==> src/hdl/set_assoc_cache_tag_lru_partition_core_macros.svh <==
// Assertion macros for the cache tag store; they expand to nothing in synthesis.
`ifndef SET_ASSOC_CACHE_TAG_LRU_PARTITION_CORE_MACROS_SVH
`define SET_ASSOC_CACHE_TAG_LRU_PARTITION_CORE_MACROS_SVH
`ifndef SYNTHESIS
`define SALC_ASSERT_SAME(lbl, ante, cons) \
  lbl: assert property (@(posedge clk) disable iff (!rst_n) (ante) |-> (cons)) \
    else $error("same-cycle check failed");
`define SALC_ASSERT_NEXT(lbl, ante, cons) \
  lbl: assert property (@(posedge clk) disable iff (!rst_n) (ante) |=> (cons)) \
    else $error("next-cycle check failed");
`else
`define SALC_ASSERT_SAME(lbl, ante, cons)
`define SALC_ASSERT_NEXT(lbl, ante, cons)
`endif
`endif

==> src/hdl/salc_tag_ram.sv <==
// Single-port-write, registered-read memory holding one cache set per row.
`timescale 1ns / 1ps
module salc_tag_ram #(
  parameter int DEPTH = 256,
  parameter int WIDTH = 8,
  localparam int AW = (DEPTH > 1) ? $clog2(DEPTH) : 1
) (
  input  logic             clk,
  input  logic             we_i,
  input  logic [AW-1:0]    waddr_i,
  input  logic [WIDTH-1:0] wdata_i,
  input  logic             re_i,
  input  logic [AW-1:0]    raddr_i,
  output logic [WIDTH-1:0] rdata_o
);
  logic [WIDTH-1:0] mem [DEPTH];

  always_ff @(posedge clk) begin
    if (we_i) begin
      mem[waddr_i] <= wdata_i;
    end
  end

  always_ff @(posedge clk) begin
    if (re_i) begin
      rdata_o <= mem[raddr_i];
    end
  end
endmodule

==> config.mk <==
export PLATFORM = sky130hd
export DESIGN_NAME = salc_tag_ram
export DESIGN_NICKNAME = d
export VERILOG_FILES = /design/src/hdl/set_assoc_cache_tag_lru_partition_core_macros.svh /design/src/hdl/salc_tag_ram.sv
export SDC_FILE = /design/constraint.sdc
export NUM_CORES = 2
export LEC_CHECK = 0
export ABC_AREA = 1
export BUFFER_PORTS_ARGS = -buffer_cell sky130_fd_sc_hd__buf_2
export CORE_AREA = 2 2 434 436
export DETAILED_ROUTE_END_ITERATION = 16
export DIE_AREA = 0 0 436 438
export GPL_ROUTABILITY_DRIVEN = 0
export SLEW_MARGIN = 20
export SYNTH_ARGS = -nofsm -noshare
export SYNTH_HDL_FRONTEND = slang
export SYNTH_SLANG_ARGS = --single-unit
==> constraint.sdc <==
create_clock -name clk -period 2.3 [get_ports clk]
set_clock_uncertainty 0.05 [all_clocks]
set_input_delay 0.46 -clock clk [delete_from_list [all_inputs] [get_ports clk]]
set_output_delay 0.46 -clock clk [all_outputs]
set_load 0.02 [all_outputs]
==> results.txt <==
----------------------------------------------------
[Power and ir drop]
  Leakage component of the power ... 35.01 nW
  Switching share of power ... a little under a quarter
  Total power per unit cell area ... 809.2 mW/mm^2
  Portion of total power attributed to combinational logic ... between 6 and 7%
  Clk network pwr share ... 40.9%
  Flop pwr share ... 52.2%
  Switching component of the power ... 0.01816 W
  Sum of internal, switching and leakage power ... 0.07915 W
  Pint ... between 0.06 and 0.07 W
  Maximum ir drop on the vdd rail ... 0.7670 mV

[Critical path]
  Data arrival time of the worst path ... approximately 1700 ps
  CP startpoint kind ... flip-flop
  CP Capture Type ... output port
  Crit path buffers/inverters ... 1
  Dominant delay contributor by cell family on the critical path ... flip-flops
  Crit-path slowest cell ... edfxtp_1
  Required time of the critical path ... ~1800 ps
  Setup CP Type ... reg -> out
  Largest stage delay, worst path ... between 500 and 600 ps
  Worst path cell trace ... buf_2
  Max Fanout on Critical Path ... 1

[Final layout]
  Ratio of cells with drive above 1 in the final layout ... around an eighth
  Most common cell after layout, fill and taps aside ... nand2_1
  Net count, final ... 7,474
  Fill cell instance count of the final layout ... 16,040
  Layout-stage area growth over the synthesis result ... 17.17%
  Combined area of the multi-input logic cells ... 0.01915 sq mm
  Register area ... ~0.06 sq mm
  Commonest cells after routing, fill and taps aside ... nand2_1, edfxtp_1, nand3_1, buf_4, nor2_1

[Clocking]
  Sink Count ... approximately 2,100
  Buffers inserted during post-CTS setup optimization ... 0
  Skew-Pair Late Insertion Delay ... about 860 ps
  Clock transition at the registers of the reported paths ... 60 ps
  # resized after CTS ... 0
  Buffer levels on the longest clock path ... 3
  Clock root buffer ... clkbuf_16
  Number of H-tree levels ... 4
  Number of hold-repair buffers added at the cts stage ... 10
  TritonCTS clock tree ... done
  CTS Buf Count ... 206

[STA]
  Endpoints failing hold ... 0
  Highest Clock Rate ... 460.6 MHz
  Final Cycle Share ... 94.39%
  Count of endpoints failing setup in the final report ... 0
  Period minus WS final ... 2171 ps
  Setup repair after global routing missed its margin ... no
  Measured slew at the worst slew-check pin ... roughly 800 ps
  Slew Limit Fails ... 0
  Worst hold margin ... 329.4 ps
  Final worst-path setup slack ... 129.0 ps
  Max-slew headroom at the worst pin ... 47.02%

[Logic synthesis]
  Total standard cell area after synthesis ... 0.08348 sq mm
  Portion of the post-synthesis area used by sequential elements ... 73.96%
  Cell types with the largest area share after synthesis ... edfxtp_1, nand3_1, nand2_1
  Area leader, netlist ... edfxtp_1
  Net count of the mapped netlist ... around 7,000
  Distinct cells, synth ... 13
  Yosys synthesis warning count ... 0
  Register bit count reported by yosys ... 2,056
  Post-synthesis instance total ... roughly 7,000
  Post-Syn Area per Cell ... 11.92 sq um
  Share of the synthesized area in the top cell type ... 73.96%

[Placement]
  Port bufs ... 34
  Setup slack after placement ... -576.5 ps
  Hpwl dp ... roughly 150,000 um

[Run status]
  Run status ... completed

[Global routing]
  Largest net degree at the start of global routing ... 71
  Vias in the first global route ... 54,310
  Sum of overflow across all layers after global routing ... 0
  Global-route wire length before repair ... 357,300 um
  Tot GR Track Use ... 25.04%
  Number of antenna violations at the first check in global routing ... 5

[Drt]
  Total vias in the final route ... about 57,000
  Via-per-instance ratio ... 5.599
  Detail-routed net length per standard cell ... 23.85 um
  Antenna viol nets, final ... 0
  First-pass DRT Iterations ... 8
  Remaining DRCs ... 0
  First-iteration detailed-routing DRC count ... around 7,000
  Drt total wl ... 241,300 um

[Floorplan]
  Count of standard-cell rows ... 159
  Num ports ... 35
  Placeable Area ... between 0.15 and 0.2 sq mm
  Die width ... 436 um
  Die outline area ... roughly 0.19 sq mm
  Vertical extent of the die ... 438 um
  Effective utilization at floorplan ... 44.73%

[Hold path]
  Hold crit path type ... in -> reg

[Flow run]
  Max-capacitance violation count ... 0

----------------------------------------------------
==> logic make-up (layout without fill, tap and decap cells) <==
| group | after synthesis | after routing | synth area share, % |
|---|---|---|---|
| and+or+nand+nor | 4425 | 4425 | 22.92 |
| other | 0 | 8 | 0 |
| DFF | 2056 | 2056 | 73.96 |
| buffers and inverters | 522 | 1130 | 3.116 |
==> metal layers <==
metal	share of wire [%]	up-vias	GRT usage [%]
met3	8.2	467	4.483
li1	-	25790	-
met1	40	27860	34.13
met5	0	-	0
met2	47	2518	39.79
met4	4.2	0	10.50
==> through the flow <==
stage | cell area [sq um] | std cells | utilization (%) | setup TNS, ps
final | 97810 | 10110 | 52.41 | 0
after global routing | 97790 | 10110 | 52.40 | 0
after CTS | 97790 | 10110 | 52.40 | 0
after detailed placement | 91250 | 9724 | 48.90 | -4077
after global placement | 91250 | 9724 | 48.90 | -4272
after floorplan | 83480 | 7003 | - | 0
==> synthesized netlist by cell type, drive strengths merged <==
| library cell | n |
|---|---|
| buf | 371 |
| clkbuf | 112 |
| inv | 39 |
| edfxtp | 2056 |
| nand3 | 2019 |
| nor2 | 283 |
| nand2 | 2123 |
==> cell type report <==
class | instances | area share [%]
Antenna cell | 8 | 0.02047
Clock buffer | 249 | 5.436
Clock inverter | 123 | 1.145
Inverter | 39 | 0.1842
Multi-Input combinational cell | 4425 | 19.58
Sequential cell | 2056 | 63.12
Tap cell | 2495 | 3.192
Timing Repair Buffer | 719 | 7.316
==> registers in the layout (all words and copies together) (netlist names) <==
name and flops:
mem 2048, rdata_o 8
==> power groups by stage <==
stage / registers (W) / logic, W / clock network [W]
2_1_floorplan: 0.0422 / 0.00255 / 0
4_1_cts: 0.0414 / 0.00541 / 0.0327
6_report: 0.0414 / 0.00543 / 0.0324
3_5_place_dp: 0.0421 / 0.00538 / 0
3_3_place_gp: 0.0421 / 0.00535 / 0
5_1_grt: 0.0413 / 0.00583 / 0.0342
==> final timing paths <==
| check | start | slack, ps | cells past startpoint | endpoint |
|---|---|---|---|---|
| max | rdata_o[5] | 130 | 1 | rdata_o[5] |
| min | waddr_i[6] | 330 | 6 | mem[207][5] |
| max reg2reg | mem[234][4] | 210 | 10 | rdata_o[4] |
| min reg2reg | mem[222][5] | 1040 | 10 | rdata_o[5] |
(Power assumes the default switching activity.)
