### src/hdl/set_assoc_cache_tag_lru_partition_core_macros.svh
// Assertion macros for the cache tag store; they expand to nothing in synthesis.
`ifndef SET_ASSOC_CACHE_TAG_LRU_PARTITION_CORE_MACROS_SVH
`define SET_ASSOC_CACHE_TAG_LRU_PARTITION_CORE_MACROS_SVH
`ifndef SYNTHESIS
`define SALC_ASSERT_SAME(lbl, ante, cons) \
  lbl: assert property (@(posedge clk) disable iff (!rst_n) (ante) |-> (cons)) \
    else $error("same-cycle check failed");
`define SALC_ASSERT_NEXT(lbl, ante, cons) \
  lbl: assert property (@(posedge clk) disable iff (!rst_n) (ante) |=> (cons)) \
    else $error("next-cycle check failed");
`else
`define SALC_ASSERT_SAME(lbl, ante, cons)
`define SALC_ASSERT_NEXT(lbl, ante, cons)
`endif
`endif

### src/hdl/salc_pkg.sv
// Shared types and constants of the cache tag store.
`timescale 1ns / 1ps
package salc_pkg;
  localparam int ADDR_W   = 42;
  localparam int TIME_W   = 32;
  localparam int VICT_W   = 4;
  localparam int WAY_W    = 5;
  localparam int CNT_W    = 6;
  localparam int LFSR_W   = 16;
  localparam logic [LFSR_W-1:0] LFSR_SEED = 16'hACE1;

  localparam logic [2:0] REG_SET_BITS   = 3'd0;
  localparam logic [2:0] REG_WAY_COUNT  = 3'd1;
  localparam logic [2:0] REG_REPLACE    = 3'd2;
  localparam logic [2:0] REG_SHARED     = 3'd3;
  localparam logic [2:0] REG_CORE0_WAYS = 3'd4;

  typedef struct packed {
    logic             free_found;
    logic [WAY_W-1:0] free_way;
    logic [WAY_W-1:0] lru_way;
  } eval_t;

  function automatic logic [LFSR_W-1:0] lfsr_next(input logic [LFSR_W-1:0] v);
    logic b;
    b = v[0] ^ v[2] ^ v[3] ^ v[5];
    return {b, v[LFSR_W-1:1]};
  endfunction
endpackage

### src/hdl/salc_way_eval.sv
// Per-way compare logic: lookup hits, first free way and oldest-stamp search.
`timescale 1ns / 1ps
module salc_way_eval #(
  parameter int WAYS_MAX    = 16,
  parameter int TAG_WIDTH   = 42,
  parameter int STAMP_WIDTH = 32
) (
  input  logic [WAYS_MAX-1:0]                  valid_i,
  input  logic [WAYS_MAX-1:0]                  owner_i,
  input  logic [WAYS_MAX-1:0][TAG_WIDTH-1:0]   tag_i,
  input  logic [WAYS_MAX-1:0][STAMP_WIDTH-1:0] stamp_i,
  input  logic [TAG_WIDTH-1:0]                 req_tag_i,
  input  logic                                 req_core_i,
  input  logic [STAMP_WIDTH-1:0]               now_i,
  input  logic [salc_pkg::CNT_W-1:0]           lo_i,
  input  logic [salc_pkg::CNT_W-1:0]           hi_i,
  input  logic [salc_pkg::CNT_W-1:0]           wc_i,
  output logic [WAYS_MAX-1:0]                  hit_o,
  output salc_pkg::eval_t                      ev_o
);
  localparam int IW     = (WAYS_MAX > 1) ? $clog2(WAYS_MAX) : 1;
  localparam int LEAVES = 1 << IW;
  localparam int NODES  = 2 * LEAVES - 1;

  logic [NODES-1:0]       cand;
  logic [STAMP_WIDTH-1:0] key [NODES];
  logic [IW-1:0]          idx [NODES];

  always_comb begin
    logic in_rng;
    logic take_l;
    for (int i = 0; i < WAYS_MAX; i++) begin
      hit_o[i] = (salc_pkg::CNT_W'(i) < wc_i) && valid_i[i] &&
                 (owner_i[i] == req_core_i) && (tag_i[i] == req_tag_i);
    end
    ev_o.free_found = 1'b0;
    ev_o.free_way   = '0;
    for (int i = WAYS_MAX - 1; i >= 0; i--) begin
      in_rng = (salc_pkg::CNT_W'(i) >= lo_i) && (salc_pkg::CNT_W'(i) < hi_i);
      if (in_rng && !valid_i[i]) begin
        ev_o.free_found = 1'b1;
        ev_o.free_way   = salc_pkg::WAY_W'(i);
      end
    end
    // Leaves of the oldest-stamp tree; only stamps below the current time qualify.
    for (int i = 0; i < LEAVES; i++) begin
      cand[LEAVES-1+i] = 1'b0;
      key[LEAVES-1+i]  = '0;
      idx[LEAVES-1+i]  = IW'(i);
    end
    for (int i = 0; i < WAYS_MAX; i++) begin
      in_rng = (salc_pkg::CNT_W'(i) >= lo_i) && (salc_pkg::CNT_W'(i) < hi_i);
      cand[LEAVES-1+i] = in_rng && (stamp_i[i] < now_i);
      key[LEAVES-1+i]  = stamp_i[i];
    end
    // Ties go to the lower way, matching a first-found scan.
    for (int n = LEAVES - 2; n >= 0; n--) begin
      take_l = cand[2*n+1] && (!cand[2*n+2] || (key[2*n+1] <= key[2*n+2]));
      cand[n] = cand[2*n+1] || cand[2*n+2];
      key[n]  = take_l ? key[2*n+1] : key[2*n+2];
      idx[n]  = take_l ? idx[2*n+1] : idx[2*n+2];
    end
    ev_o.lru_way = cand[0] ? salc_pkg::WAY_W'(idx[0]) : salc_pkg::WAY_W'(lo_i);
  end
endmodule

### config.mk
export PLATFORM = sky130hd
export DESIGN_NAME = salc_way_eval
export DESIGN_NICKNAME = d
export VERILOG_FILES = /design/src/hdl/set_assoc_cache_tag_lru_partition_core_macros.svh /design/src/hdl/salc_pkg.sv /design/src/hdl/salc_way_eval.sv
export SDC_FILE = /design/constraint.sdc
export NUM_CORES = 2
export LEC_CHECK = 0
export BUFFER_PORTS_ARGS = -buffer_cell sky130_fd_sc_hd__buf_4
export CORE_AREA = 2 2 519 521
export DETAILED_ROUTE_END_ITERATION = 12
export DIE_AREA = 0 0 521 523
export SYNTH_ARGS = -nofsm -noshare
export SYNTH_HDL_FRONTEND = slang
export SYNTH_SLANG_ARGS = --single-unit
export TNS_END_PERCENT = 5
### constraint.sdc
create_clock -name vclk -period 16.3
set_input_delay 1.63 -clock vclk [all_inputs]
set_output_delay 1.63 -clock vclk [all_outputs]
set_load 0.01 [all_outputs]
==> impl_results.md <==
- Violated checks: max-capacitance violations, max-slew violations
- Mean Syn Cell Area: 7.76 um2
- Overall power: 1.61 mW
- Combinational family with the most area after synthesis: adder cells
- Row cnt: 190
- Initial antenna violation count: 330
- Number of maximum-capacitance constraint violations: 2
- Ratio of cells with drive above 1 in the final layout: 25.8%
- Layout overhead on the synthesized area: 41.1%
- Compound-gate portion of the synthesized area: 16.0%
- Synthesized-area fraction occupied by xor and xnor cells: 15.4%
- Multiplexer fraction of the synthesized cell area: 12.8%
- Placed inst area: 51300 um2
- Number of DRC violations after detailed routing: 0
- Biggest area consumer among synthesized cells: sky130_fd_sc_hd__ha_1
- Kind of start point of the critical path: input port
- Met1 routing resource usage after global routing: 25.8%
- Worst Path Class, Setup: in2out
- Largest incremental delay on the critical path: 0.98 ns
- Height of the chip: 523 um
- Detailed-routing iteration count for the pre-antenna-repair pass: 6
- Global-route total usage across every layer: 21.5%
- Area of the core: 267000 um2
- Unrepaired setup endpoints after global routing: no
- Pin count of the biggest net entering global routing: 34
- Highest net fanout along the worst path: 33
- Final weighted congestion in routability-driven placement: 0.989
- Total of warnings raised by yosys: 0
- Final wirelength: 309000 um
- Beginning of the critical path: now_i[5]
- Post-DR wirelength/cell: 31.9 um
- Via-to-Cell Ratio: 4.63
- I/O pin count: 1336
- Floorplan die area: 272000 um2
- Final Critical Period: 15.55 ns
- Met2 demand-to-capacity share in global routing: 30.4%
- Power density relative to cell area: 31.1 nW/um2
- Post-CTS setup buffer count: 0
- Count leader, synth: sky130_fd_sc_hd__ha_1
- Starting utilization of the core area: 13.7%
- Crit path capture type: output pin
- Total Neg Setup Slack: 0 ns
- Total congestion overflow: 0
- Start point of the worst hold path: lo_i[4]
- Class of the worst hold path: in2out
- Post-route fraction of the period consumed by the critical path: 95.4%
- Initial drt markers: 4348
- Quantity of gates resized following cts: 0
- Final count of pins violating max slew: 2
- Post-Synth Adder-Cell Area: 33.4%
- Post-synth design cell area: 36600 um2
- Count of final setup violators: 0
- Post-Synth Simple-Gate Area: 15.0%
- Critical path data arrival time: 13.92 ns
- Number of global-route vias before repair: 42100
- Worst slew margin: -2.67%
- Count of distinct cell types in the synthesized netlist: 86
- Number of buffers and inverters on the critical path: 10
- VDD IR max: 0.0000274 V
- DP Wirelength: 282000 um
- Number of sequential cells in the layout: 0
- Final-stage net count: 8300
- Synthesized netlist net count: 7005
- Result of the run: complete, but fails checks
- Met3 Use GR: 12.5%
- Hold buffer count at CTS: 0
- Via count of the routed design: 44800
- Post-synthesis sequential area ratio: 0%
- Final non-filler cell area: 51600 um2
- Number of port buffers: 1335
- Total area of sequential cells: 0 um2
- Fraction of post-synthesis cell area in the top cell type by area: 33.4%
- Delay-heaviest family, CP: compound AO/OA/AOI/OAI gates
- Number of hold-slack violations in the final timing report: 0
- CP max stage cell: sky130_fd_sc_hd__o21ai_0
- Overall die width: 521 um
- Commonest cells in the synthesized netlist: sky130_fd_sc_hd__ha_1, sky130_fd_sc_hd__inv_1, sky130_fd_sc_hd__mux2i_1, sky130_fd_sc_hd__xor2_1, sky130_fd_sc_hd__a21oi_1
- Post-Route Hold Slack: 3.50 ns
- Number of clock-tree buffers in the layout: 0
- GR peak layer: met2
- Peak clock frequency supported by timing: 64.3 MHz
- Measured slew at the worst slew-check pin: 1.53 ns
- Remaining antenna violation count after routing: 0
- Critical Path RT: 14.67 ns
- Crit path top cell by count: sky130_fd_sc_hd__a21oi_1
- Global-route wire length before repair: 391000 um
- Ranking of synthesized cells by area: sky130_fd_sc_hd__ha_1, sky130_fd_sc_hd__mux2i_1, sky130_fd_sc_hd__xor2_1
- Number of cells produced by synthesis: 4720
- Static leakage: 25.4 nW
routing by layer:
| metal | part of all wire (%) | up-vias |
|---|---|---|
| met3 | 14 | 790 |
| met1 | 41 | 20900 |
| met5 | 0.64 | - |
| met2 | 41 | 2824 |
| met4 | 4.1 | 248 |
| li1 | - | 20100 |
through the flow:
stage | std cells | util [%] | setup WS [ns]
5_1_grt | 9651 | 19.3 | 0.195
3_5_place_dp | 9565 | 19.2 | 0.956
3_3_place_gp | 9565 | 19.2 | 0.906
6_report | 9689 | 19.3 | 0.749
2_1_floorplan | 4720 | - | 3.16
4_1_cts | 9565 | 19.2 | 0.933
cells by family after synthesis:
kind of cell / after synthesis
other: 1
muxes: 450
and+or+nand+nor: 1034
xor gates and xnor gates: 643
AOI/OAI and AO/OA: 925
adders and majority gates: 976
buffers and inverters: 691
cell usage in the layout (no fill, tap or decap), types with 7 or more instances in the layout:
cell type                   count
sky130_fd_sc_hd__a2111o_1       8
sky130_fd_sc_hd__a2111oi_0     22
sky130_fd_sc_hd__a211o_1       10
sky130_fd_sc_hd__a211oi_1      56
sky130_fd_sc_hd__a21o_1        89
sky130_fd_sc_hd__a21oi_1      324
sky130_fd_sc_hd__a221o_1        7
sky130_fd_sc_hd__a221oi_1      20
sky130_fd_sc_hd__a31oi_1       17
sky130_fd_sc_hd__and2_1         7
sky130_fd_sc_hd__and3_1        14
sky130_fd_sc_hd__and4_1        22
sky130_fd_sc_hd__buf_4       1434
sky130_fd_sc_hd__diode_2      124
sky130_fd_sc_hd__ha_1         976
sky130_fd_sc_hd__inv_1        547
sky130_fd_sc_hd__mux2_2        35
sky130_fd_sc_hd__mux2_4        28
sky130_fd_sc_hd__mux2i_1      386
sky130_fd_sc_hd__nand2_1      208
sky130_fd_sc_hd__nand2b_1      23
sky130_fd_sc_hd__nand3_1       68
sky130_fd_sc_hd__nand4_1      242
sky130_fd_sc_hd__nor2_1       157
sky130_fd_sc_hd__nor2b_1       36
sky130_fd_sc_hd__nor3_1        62
sky130_fd_sc_hd__nor3b_1        9
sky130_fd_sc_hd__nor4_1       129
sky130_fd_sc_hd__nor4_2         9
sky130_fd_sc_hd__o2111ai_1     11
sky130_fd_sc_hd__o211ai_1      37
sky130_fd_sc_hd__o21a_1        18
sky130_fd_sc_hd__o21ai_0      194
sky130_fd_sc_hd__o221ai_1       8
sky130_fd_sc_hd__o22ai_1       21
sky130_fd_sc_hd__or2_2         13
sky130_fd_sc_hd__or3_1          8
sky130_fd_sc_hd__or4_1         11
sky130_fd_sc_hd__xnor2_1      297
sky130_fd_sc_hd__xor2_1       346
layout make-up:
class | instances | area [um2]
Tap cell | 3552 | 4440
Multi-Input combinational cell | 4029 | 34000
Antenna cell | 124 | 310
Timing Repair Buffer | 1436 | 10800
Inverter | 548 | 2060
Fill cell | 30200 | 215000
path summary, 6_finish.rpt:
kind	end	slack (ns)	cells after the start
setup / recovery	ev_o[1]	0.75	45
hold / removal	ev_o[4]	3.50	2
report_power, final:
group	switching, mW	internal (mW)
registers	0	0
clock network	0	0.000000915
logic	0.922	0.685
Note: power is estimated with default switching activity, not from simulation.
