<file path="config.mk">
export PLATFORM = sky130hd
export DESIGN_NAME = salc_lfsr_mod
export DESIGN_NICKNAME = d
export VERILOG_FILES = /design/src/hdl/set_assoc_cache_tag_lru_partition_core_macros.svh /design/src/hdl/salc_pkg.sv /design/src/hdl/salc_lfsr_mod.sv
export SDC_FILE = /design/constraint.sdc
export NUM_CORES = 1
export LEC_CHECK = 0
export ABC_AREA = 0
export BUFFER_PORTS_ARGS = -buffer_cell sky130_fd_sc_hd__buf_4
export CAP_MARGIN = 20
export CORE_UTILIZATION = 30
export CTS_BUF_LIST = sky130_fd_sc_hd__clkbuf_16
export CTS_CLUSTER_DIAMETER = 200
export DETAILED_ROUTE_END_ITERATION = 12
export PLACE_DENSITY_LB_ADDON = 0.2
export SLEW_MARGIN = 20
export SYNTH_ARGS = -nofsm -noshare
export SYNTH_HDL_FRONTEND = slang
export SYNTH_SLANG_ARGS = --single-unit
export TNS_END_PERCENT = 50
</file>
<file path="constraint.sdc">
create_clock -name clk -period 6.55 [get_ports clk]
set_clock_uncertainty 0.15 [all_clocks]
set_input_delay 1.31 -clock clk [delete_from_list [all_inputs] [get_ports clk]]
set_output_delay 1.31 -clock clk [all_outputs]
set_load 0.1 [all_outputs]
</file>
<file path="src/hdl/set_assoc_cache_tag_lru_partition_core_macros.svh">
// Assertion macros for the cache tag store; they expand to nothing in synthesis.
`ifndef SET_ASSOC_CACHE_TAG_LRU_PARTITION_CORE_MACROS_SVH
`define SET_ASSOC_CACHE_TAG_LRU_PARTITION_CORE_MACROS_SVH
`ifndef SYNTHESIS
`define SALC_ASSERT_SAME(lbl, ante, cons) \
  lbl: assert property (@(posedge clk) disable iff (!rst_n) (ante) |-> (cons)) \
    else $error("same-cycle check failed");
`define SALC_ASSERT_NEXT(lbl, ante, cons) \
  lbl: assert property (@(posedge clk) disable iff (!rst_n) (ante) |=> (cons)) \
    else $error("next-cycle check failed");
`else
`define SALC_ASSERT_SAME(lbl, ante, cons)
`define SALC_ASSERT_NEXT(lbl, ante, cons)
`endif
`endif

</file>
<file path="src/hdl/salc_pkg.sv">
// Shared types and constants of the cache tag store.
`timescale 1ns / 1ps
package salc_pkg;
  localparam int ADDR_W   = 42;
  localparam int TIME_W   = 32;
  localparam int VICT_W   = 4;
  localparam int WAY_W    = 5;
  localparam int CNT_W    = 6;
  localparam int LFSR_W   = 16;
  localparam logic [LFSR_W-1:0] LFSR_SEED = 16'hACE1;

  localparam logic [2:0] REG_SET_BITS   = 3'd0;
  localparam logic [2:0] REG_WAY_COUNT  = 3'd1;
  localparam logic [2:0] REG_REPLACE    = 3'd2;
  localparam logic [2:0] REG_SHARED     = 3'd3;
  localparam logic [2:0] REG_CORE0_WAYS = 3'd4;

  typedef struct packed {
    logic             free_found;
    logic [WAY_W-1:0] free_way;
    logic [WAY_W-1:0] lru_way;
  } eval_t;

  function automatic logic [LFSR_W-1:0] lfsr_next(input logic [LFSR_W-1:0] v);
    logic b;
    b = v[0] ^ v[2] ^ v[3] ^ v[5];
    return {b, v[LFSR_W-1:1]};
  endfunction
endpackage

</file>
<file path="src/hdl/salc_lfsr_mod.sv">
// Replacement LFSR with a bit-serial remainder unit for the random victim.
`timescale 1ns / 1ps
module salc_lfsr_mod (
  input  logic                       clk,
  input  logic                       rst_n,
  input  logic                       start_i,
  input  logic                       ack_i,
  input  logic [salc_pkg::CNT_W-1:0] divisor_i,
  output logic                       done_o,
  output logic [salc_pkg::CNT_W-1:0] rem_o
);
  localparam int CW = $clog2(salc_pkg::LFSR_W + 1);

  logic [salc_pkg::LFSR_W-1:0] lfsr_r, lfsr_nxt;
  logic [salc_pkg::LFSR_W-1:0] shift_r, shift_nxt;
  logic [salc_pkg::CNT_W-1:0]  rem_r, rem_nxt;
  logic [CW-1:0]               cnt_r, cnt_nxt;
  logic                        busy_r, busy_nxt;
  logic [salc_pkg::CNT_W:0]    part;

  always_comb begin
    lfsr_nxt  = lfsr_r;
    shift_nxt = shift_r;
    rem_nxt   = rem_r;
    cnt_nxt   = cnt_r;
    busy_nxt  = busy_r;
    part      = {rem_r, shift_r[salc_pkg::LFSR_W-1]};
    if (start_i) begin
      lfsr_nxt  = salc_pkg::lfsr_next(lfsr_r);
      shift_nxt = lfsr_nxt;
      rem_nxt   = '0;
      cnt_nxt   = CW'(salc_pkg::LFSR_W);
      busy_nxt  = 1'b1;
    end else if (busy_r && cnt_r != '0) begin
      // One restoring-division step per cycle, most significant bit first.
      if (part >= {1'b0, divisor_i}) begin
        part = part - {1'b0, divisor_i};
      end
      rem_nxt   = part[salc_pkg::CNT_W-1:0];
      shift_nxt = {shift_r[salc_pkg::LFSR_W-2:0], 1'b0};
      cnt_nxt   = cnt_r - 1'b1;
    end else if (ack_i) begin
      busy_nxt = 1'b0;
    end
  end

  always_ff @(posedge clk) begin
    if (!rst_n) begin
      lfsr_r <= salc_pkg::LFSR_SEED;
      busy_r <= 1'b0;
      cnt_r  <= '0;
    end else begin
      lfsr_r <= lfsr_nxt;
      busy_r <= busy_nxt;
      cnt_r  <= cnt_nxt;
    end
  end

  always_ff @(posedge clk) begin
    shift_r <= shift_nxt;
    rem_r   <= rem_nxt;
  end

  assign done_o = busy_r && (cnt_r == '0);
  assign rem_o  = rem_r;
endmodule

</file>
==> metrics.csv, run 1 <==
stage,metric,value,unit
floorplanning,initial_utilization,31.0,%
floorplanning,die-area,7310,µm²
placed_design,port_buffers,16,
logic_synthesis,synth_area_leaders,"dfxtp_1 27%, edfxtp_1 23%, nand2_1 6.5%, ha_1 4.8%, inv_1 4.1%",
floorplanning,die_x,85.5,µm
grt,grt_max_degree,43,
floorplanning,core,6760,µm²
setup_path,cp.required,6.31,ns
grt,grtUsageMet3,3.75,%
cts,cts_buffer_depth,2,
logic_synthesis,synth-async-reset-ratio,0,%
placed_design,place_inst,312,
cts,insertion_delay,0.28,ns
setup_path,criticalPathCategory,input pin to register,
sta,tightest_slew,0.725,ns
setup_path,slowest_delay,0.75,ns
drt,routedWlPerCell,11.6,µm
drt,vias_per_cell,4.64,
finish,post-route-util,35.7,%
logic_synthesis,synth_edf_count,16,
finish,fill_cells,703,
grt,antenna_found_initial,0,
logic_synthesis,yosysWarnings,0,
logic_synthesis,synth_area,2090,µm²
floorplanning,std_cell_rows,30,
cts,cts_setup_buffers,0,
cts,h-tree-depth,2,
setup_path,path_cells,buf_4 -> clkinv_1 -> nand2_1,
sta,setup_viol,0,
flow_run,maxCapViolCount,0,
cts,numCtsBuffers,5,
grt,busiest_layer,met2,
logic_synthesis,synth_seq_cells,44,
finish,final_area,2410,µm²
cts,cts_hold_buf,0,
logic_synthesis,synth_compound_gate_area_share,15.6,%
logic_synthesis,syn_nets,244,
run_status,status,"complete, no violations",
finish,final_cells,320,
logic_synthesis,synth.largest_area_cell,dfxtp_1,
power_and_ir_drop,p_per_area,281,nW/µm²
setup_path,crit_slowest_cell,nand2_1,
cts,root_buffer,clkbuf_16,
grt,overflow,0,
finish,drive_gt1_share,15.0,%
grt,grt_use_met1,14.2,%
sta,max_slew_margin,51.6,%
cts,clk_pin_slew,0.06,ns
drt,vias,1486,
setup_path,critPathArrivalTime,2.97,ns
logic_synthesis,synth-simple-area-share,18.9,%
logic_synthesis,synth_xor_xnor_area_share,3.77,%
logic_synthesis,synth_flop_cell,dfxtp_1,
cts,clock_sinks,44,
setup_path,end_kind,register,
grt,grt_pass1_wl,6.33,mm
worst_hold_path,hold_path_class,register to register,
logic_synthesis,synth_cell_types,37,
logic_synthesis,syn_avg_cell_area,9.30,µm²
sta,setup_tns,0,ns
drt,drt_pass1_iterations,4,
drt,routed_wl,3.70,mm
drt,drc,0,
finish,nNetsFinal,258,
sta,min_period,3.20,ns
grt,grt_pass1_vias,1387,
setup_path,worst-path-buf-inv,2,
finish,antennaDiodeCount,0,
setup_path,r2r_setup_slack,4.09,ns
drt,drtAntennaViolNets,0,
placed_design,dpl_cell_area,2270,µm²
sta,final_hold_viol_count,0,
sta,drv_slew,0,
sta,rsz0062_at_grt,false,
logic_synthesis,synthMuxAreaShare,0,%
setup_path,start_kind,input pin,
logic_synthesis,synth.yosys.seq_area_share,49.8,%
sta,period_share,48.9,%
logic_synthesis,synthAdderAreaFrac,5.74,%
logic_synthesis,synthCells,225,
setup_path,critPathMaxFanout,42,
grt,grt_util_met2,17.5,%
sta,clock.fmax,312,MHz
power_and_ir_drop,ir_drop,0.140,mV
placed_design,gp_congestion,0.791,
worst_hold_path,min-delay-start,lfsr_r[14]$_SDFFE_PN0P_,
floorplanning,die_y,85.5,µm
placed_design,dp_hpwl,2.49,mm
setup_path,worstReg2RegStart,cnt_r[0]$_SDFFE_PP0P_,
setup_path,cp_top_family,buffers and inverters,
setup_path,cp-startpoint,start_i,
drt,drt_iter0_markers,42,
floorplanning,io_pins,17,
grt,track_usage,11.0,%
power_and_ir_drop,power_leakage,0.998,nW
cts,post_cts_resized,0,
finish,syn_to_final_growth,15.3,%
logic_synthesis,synth_top_family_by_area,simple AND/OR/NAND/NOR gates,
logic_synthesis,synth_top_area_share,26.8,%
cts,cts_tree,yes,
logic make-up after synthesis:
group	count (synthesis)
AO/OA/AOI/OAI	46
XOR/XNOR	9
flip-flops	44
adder cells (fa/ha/maj)	9
buffers and inverters	33
AND/OR/NAND/NOR	84
final timing paths:
path | to | cells past startpoint
setup / recovery | shift_r[2]$_DFFE_PP_ | 3
hold / removal | lfsr_r[14]$_SDFFE_PN0P_ | 2
setup reg to reg | busy_r$_SDFFE_PN0P_ | 6
hold reg to reg | lfsr_r[14]$_SDFFE_PN0P_ | 2
power breakdown:
part / internal, mW / switching [mW] / total, mW
sequential: 0.309 / 0.0117 / 0.320
clock: 0.139 / 0.0981 / 0.237
combinational: 0.0416 / 0.0785 / 0.120
total: 0.489 / 0.188 / 0.678
final cells by class:
class / count / area, µm² / area share (%)
flip-flops and latches: 44 / 1040 / 43.2
multi-input cells: 148 / 920 / 38.1
well taps: 80 / 100 / 4.15
clock buffers: 5 / 125 / 5.19
clock inverters: 3 / 16.3 / 0.674
inverters: 24 / 90.1 / 3.73
repair buffers: 16 / 120 / 4.98
placed cells by master, fill, tap and decap left out, types with 3 or more instances in the layout:
cell,synthesis,final
nor3_1,5,5
o21a_1,3,3
nor4_1,4,4
nand3_1,10,10
nor2_1,14,14
o21ai_0,17,17
dfxtp_1,28,28
clkbuf_16,0,5
buf_4,0,16
a21boi_0,9,9
inv_1,23,24
nand2_1,36,36
xnor2_1,4,4
edfxtp_1,16,16
a2111oi_2,3,3
nor2_2,3,3
ha_1,8,8
nor2b_1,3,3
a21oi_1,7,7
xor2_1,5,5
metrics by stage:
step,worst slack [ns],power [mW],hold slack [ns]
3_5_place_dp,3.00,0.447,0.308
6_report,3.35,0.678,0.314
5_1_grt,3.14,0.714,0.343
3_3_place_gp,3.10,0.448,0.307
2_1_floorplan,3.21,0.421,0.291
4_1_cts,3.31,0.686,0.318
registers in the layout (all words and copies together) (netlist names):
name / count
busy_r: 1
cnt_r: 5
lfsr_r: 16
rem_o: 6
shift_r: 16
routing by layer:
layer | up-vias | part of all wire, %
li1 | 787 | -
met1 | 676 | 52
met2 | 16 | 44
met3 | 7 | 3.4
met4 | 0 | 1.2
met5 | - | 0
worst min-delay path, cell delays in order, from the launching register on:
cell,delay [ns]
dfxtp_1,0.31
nand2_1,0.05
a21boi_0,0.06
synthesized netlist by cell type (3+ instances only):
cell type / instances
nand2_1: 36
dfxtp_1: 28
inv_1: 23
o21ai_0: 17
edfxtp_1: 16
nor2_1: 14
nand3_1: 10
a21boi_0: 9
ha_1: 8
a21oi_1: 7
clkbuf_1: 7
nor3_1: 5
xor2_1: 5
nor4_1: 4
xnor2_1: 4
a2111oi_2: 3
nor2_2: 3
nor2b_1: 3
o21a_1: 3
Power figures use the tool's default switching activity.
==> run 2: changes to the inputs <==
==> constraint.sdc (replaced) <==
create_clock -name clk -period 2.9 [get_ports clk]
set_clock_uncertainty 0.15 [all_clocks]
set_input_delay 0.58 -clock clk [delete_from_list [all_inputs] [get_ports clk]]
set_output_delay 0.58 -clock clk [all_outputs]
set_load 0.1 [all_outputs]
==> metrics.csv, run 2 (synthesis gave the netlist of run 1 again) <==
stage,metric,value,unit,change
run_status,status,"complete, no violations",,unchanged
setup_path,criticalPathCategory,register to register,,was input pin to register
sta,clock.fmax,462,MHz,
sta,rsz0062_at_grt,false,,unchanged
grt,grt_pass1_vias,1491,,"was 1,387"
flow_run,maxCapViolCount,0,,unchanged
sta,drv_slew,0,,unchanged
grt,grt_max_degree,43,,unchanged
floorplanning,std_cell_rows,30,,unchanged
placed_design,dp_hpwl,2.65,mm,was 2.49 mm
floorplanning,core,6760,µm²,unchanged
drt,drtAntennaViolNets,0,,unchanged
setup_path,critPathMaxFanout,14,,was 42
setup_path,path_cells,inv_1 -> ha_1 -> or3b_4 -> o21ai_4 -> or3_2 -> nor3_1 -> a221o_2,,was buf_4 -> clkinv_1 -> nand2_1
setup_path,cp-startpoint,cnt_r[0]$_SDFFE_PP0P_,,was start_i
drt,drt_pass1_iterations,4,,unchanged
finish,syn_to_final_growth,17.3,%,was 15.3%
floorplanning,die_y,85.5,µm,unchanged
setup_path,critPathArrivalTime,2.19,ns,was 2.97 ns
sta,final_hold_viol_count,0,,unchanged
grt,grt_pass1_wl,6.76,mm,was 6.33 mm
cts,clk_pin_slew,0.06,ns,about the same
finish,final_area,2450,µm²,was 2410 µm²
sta,max_slew_margin,51.3,%,was 51.6%
setup_path,start_kind,register,,was input pin
floorplanning,die_x,85.5,µm,unchanged
drt,routed_wl,3.92,mm,was 3.70 mm
worst_hold_path,min-delay-start,lfsr_r[14]$_SDFFE_PN0P_,,unchanged
cts,cts_tree,yes,,unchanged
setup_path,worst-path-buf-inv,1,,was 2
setup_path,worstReg2RegStart,cnt_r[0]$_SDFFE_PP0P_,,unchanged
cts,numCtsBuffers,5,,unchanged
sta,period_share,74.7,%,
grt,overflow,0,,unchanged
sta,min_period,2.17,ns,
cts,post_cts_resized,0,,unchanged
grt,grtUsageMet3,2.60,%,was 3.75%
finish,drive_gt1_share,15.7,%,was 15.0%
setup_path,slowest_delay,0.41,ns,was 0.75 ns
drt,routedWlPerCell,12.2,µm,was 11.6 µm
power_and_ir_drop,p_per_area,667,nW/µm²,was 281 nW/µm²
sta,setup_viol,0,,unchanged
placed_design,dpl_cell_area,2290,µm²,was 2270 µm²
finish,antennaDiodeCount,0,,unchanged
drt,vias_per_cell,4.62,,was 4.64
floorplanning,io_pins,17,,unchanged
drt,drt_iter0_markers,52,,was 42
finish,mostFrequentLayoutCells,"36 x nand2_1, 28 x dfxtp_1, 23 x inv_1, 18 x buf_4, 17 x o21ai_0",,"was 36 x nand2_1, 28 x dfxtp_1, 24 x inv_1, 17 x o21ai_0"
grt,track_usage,11.6,%,was 11.0%
placed_design,port_buffers,16,,unchanged
setup_path,cp.required,2.92,ns,was 6.31 ns
cts,root_buffer,clkbuf_16,,unchanged
floorplanning,initial_utilization,31.0,%,unchanged
drt,drc,0,,unchanged
cts,cts_setup_buffers,0,,unchanged
placed_design,gp_congestion,0.775,,was 0.791
power_and_ir_drop,ir_drop,0.283,mV,was 0.140 mV
grt,grt_util_met2,19.7,%,was 17.5%
cts,clock_sinks,44,,unchanged
cts,h-tree-depth,2,,unchanged
finish,layout_commonest_cell,nand2_1,,unchanged
grt,busiest_layer,met2,,unchanged
cts,insertion_delay,0.28,ns,about the same
sta,tightest_slew,0.725,ns,about the same
worst_hold_path,hold_path_class,register to register,,unchanged
setup_path,end_kind,register,,unchanged
cts,cts_hold_buf,0,,unchanged
cts,cts_buffer_depth,2,,unchanged
grt,antenna_found_initial,0,,unchanged
setup_path,crit_slowest_cell,or3b_4,,was nand2_1
finish,nNetsFinal,260,,was 258
sta,setup_tns,0,ns,unchanged
finish,fill_cells,696,,was 703
grt,grt_use_met1,14.9,%,was 14.2%
drt,vias,1489,,"was 1,486"
floorplanning,die-area,7310,µm²,unchanged
power_and_ir_drop,power_leakage,1.02,nW,was 0.998 nW
setup_path,cp_top_family,compound AO/OA/AOI/OAI gates,,was buffers and inverters
[run 2: worst paths after layout]
kind,slack (ns),to,cells after the start
worst max register to register,0.73,rem_o[0]$_SDFFE_PP0P_,7
worst min-delay path,0.31,lfsr_r[14]$_SDFFE_PN0P_,2
worst min register to register,0.31,lfsr_r[14]$_SDFFE_PN0P_,2
worst max-delay path,0.73,rem_o[0]$_SDFFE_PP0P_,7
[run 2: final cells by class]
cell class                      instances  area [µm²]  area share (%)
Timing Repair Buffer                   18         135            5.51
Inverter                               24        90.1            3.67
Tap cell                               80         100            4.08
Sequential cell                        44        1040            42.4
Clock buffer                            5         125            5.10
Multi-Input combinational cell        148         920            37.5
Clock inverter                          3        42.5            1.73
[run 2: power breakdown]
group          internal (mW)  switching [mW]
sequential             0.696          0.0270
combinational         0.0967           0.181
clock                  0.405           0.230
[run 2: routing by layer]
| layer | wire length (µm) | share of wire, % |
|---|---|---|
| met1 | 1990 | 51 |
| met2 | 1820 | 46 |
| met3 | 98 | 2.5 |
| met4 | 9 | 0.23 |
| met5 | 0 | 0 |
[run 2: per-stage QoR]
stage                     hold WS, ns  utilization (%)  cells  worst slack [ns]  total power, mW
after floorplan                 0.291                -    225             0.254            0.950
after global placement          0.304             33.8    314             0.430             1.02
after detailed placement        0.308             33.8    314             0.466             1.02
after CTS                       0.319             36.3    322             0.723             1.66
after global routing            0.352             36.3    322             0.583             1.72
final                           0.314             36.3    322             0.733             1.64
[run 2: worst min-delay path, stage by stage (launching register included)]
cell and delay, ns:
dfxtp_1 0.31, nand2_1 0.04, a21boi_0 0.06
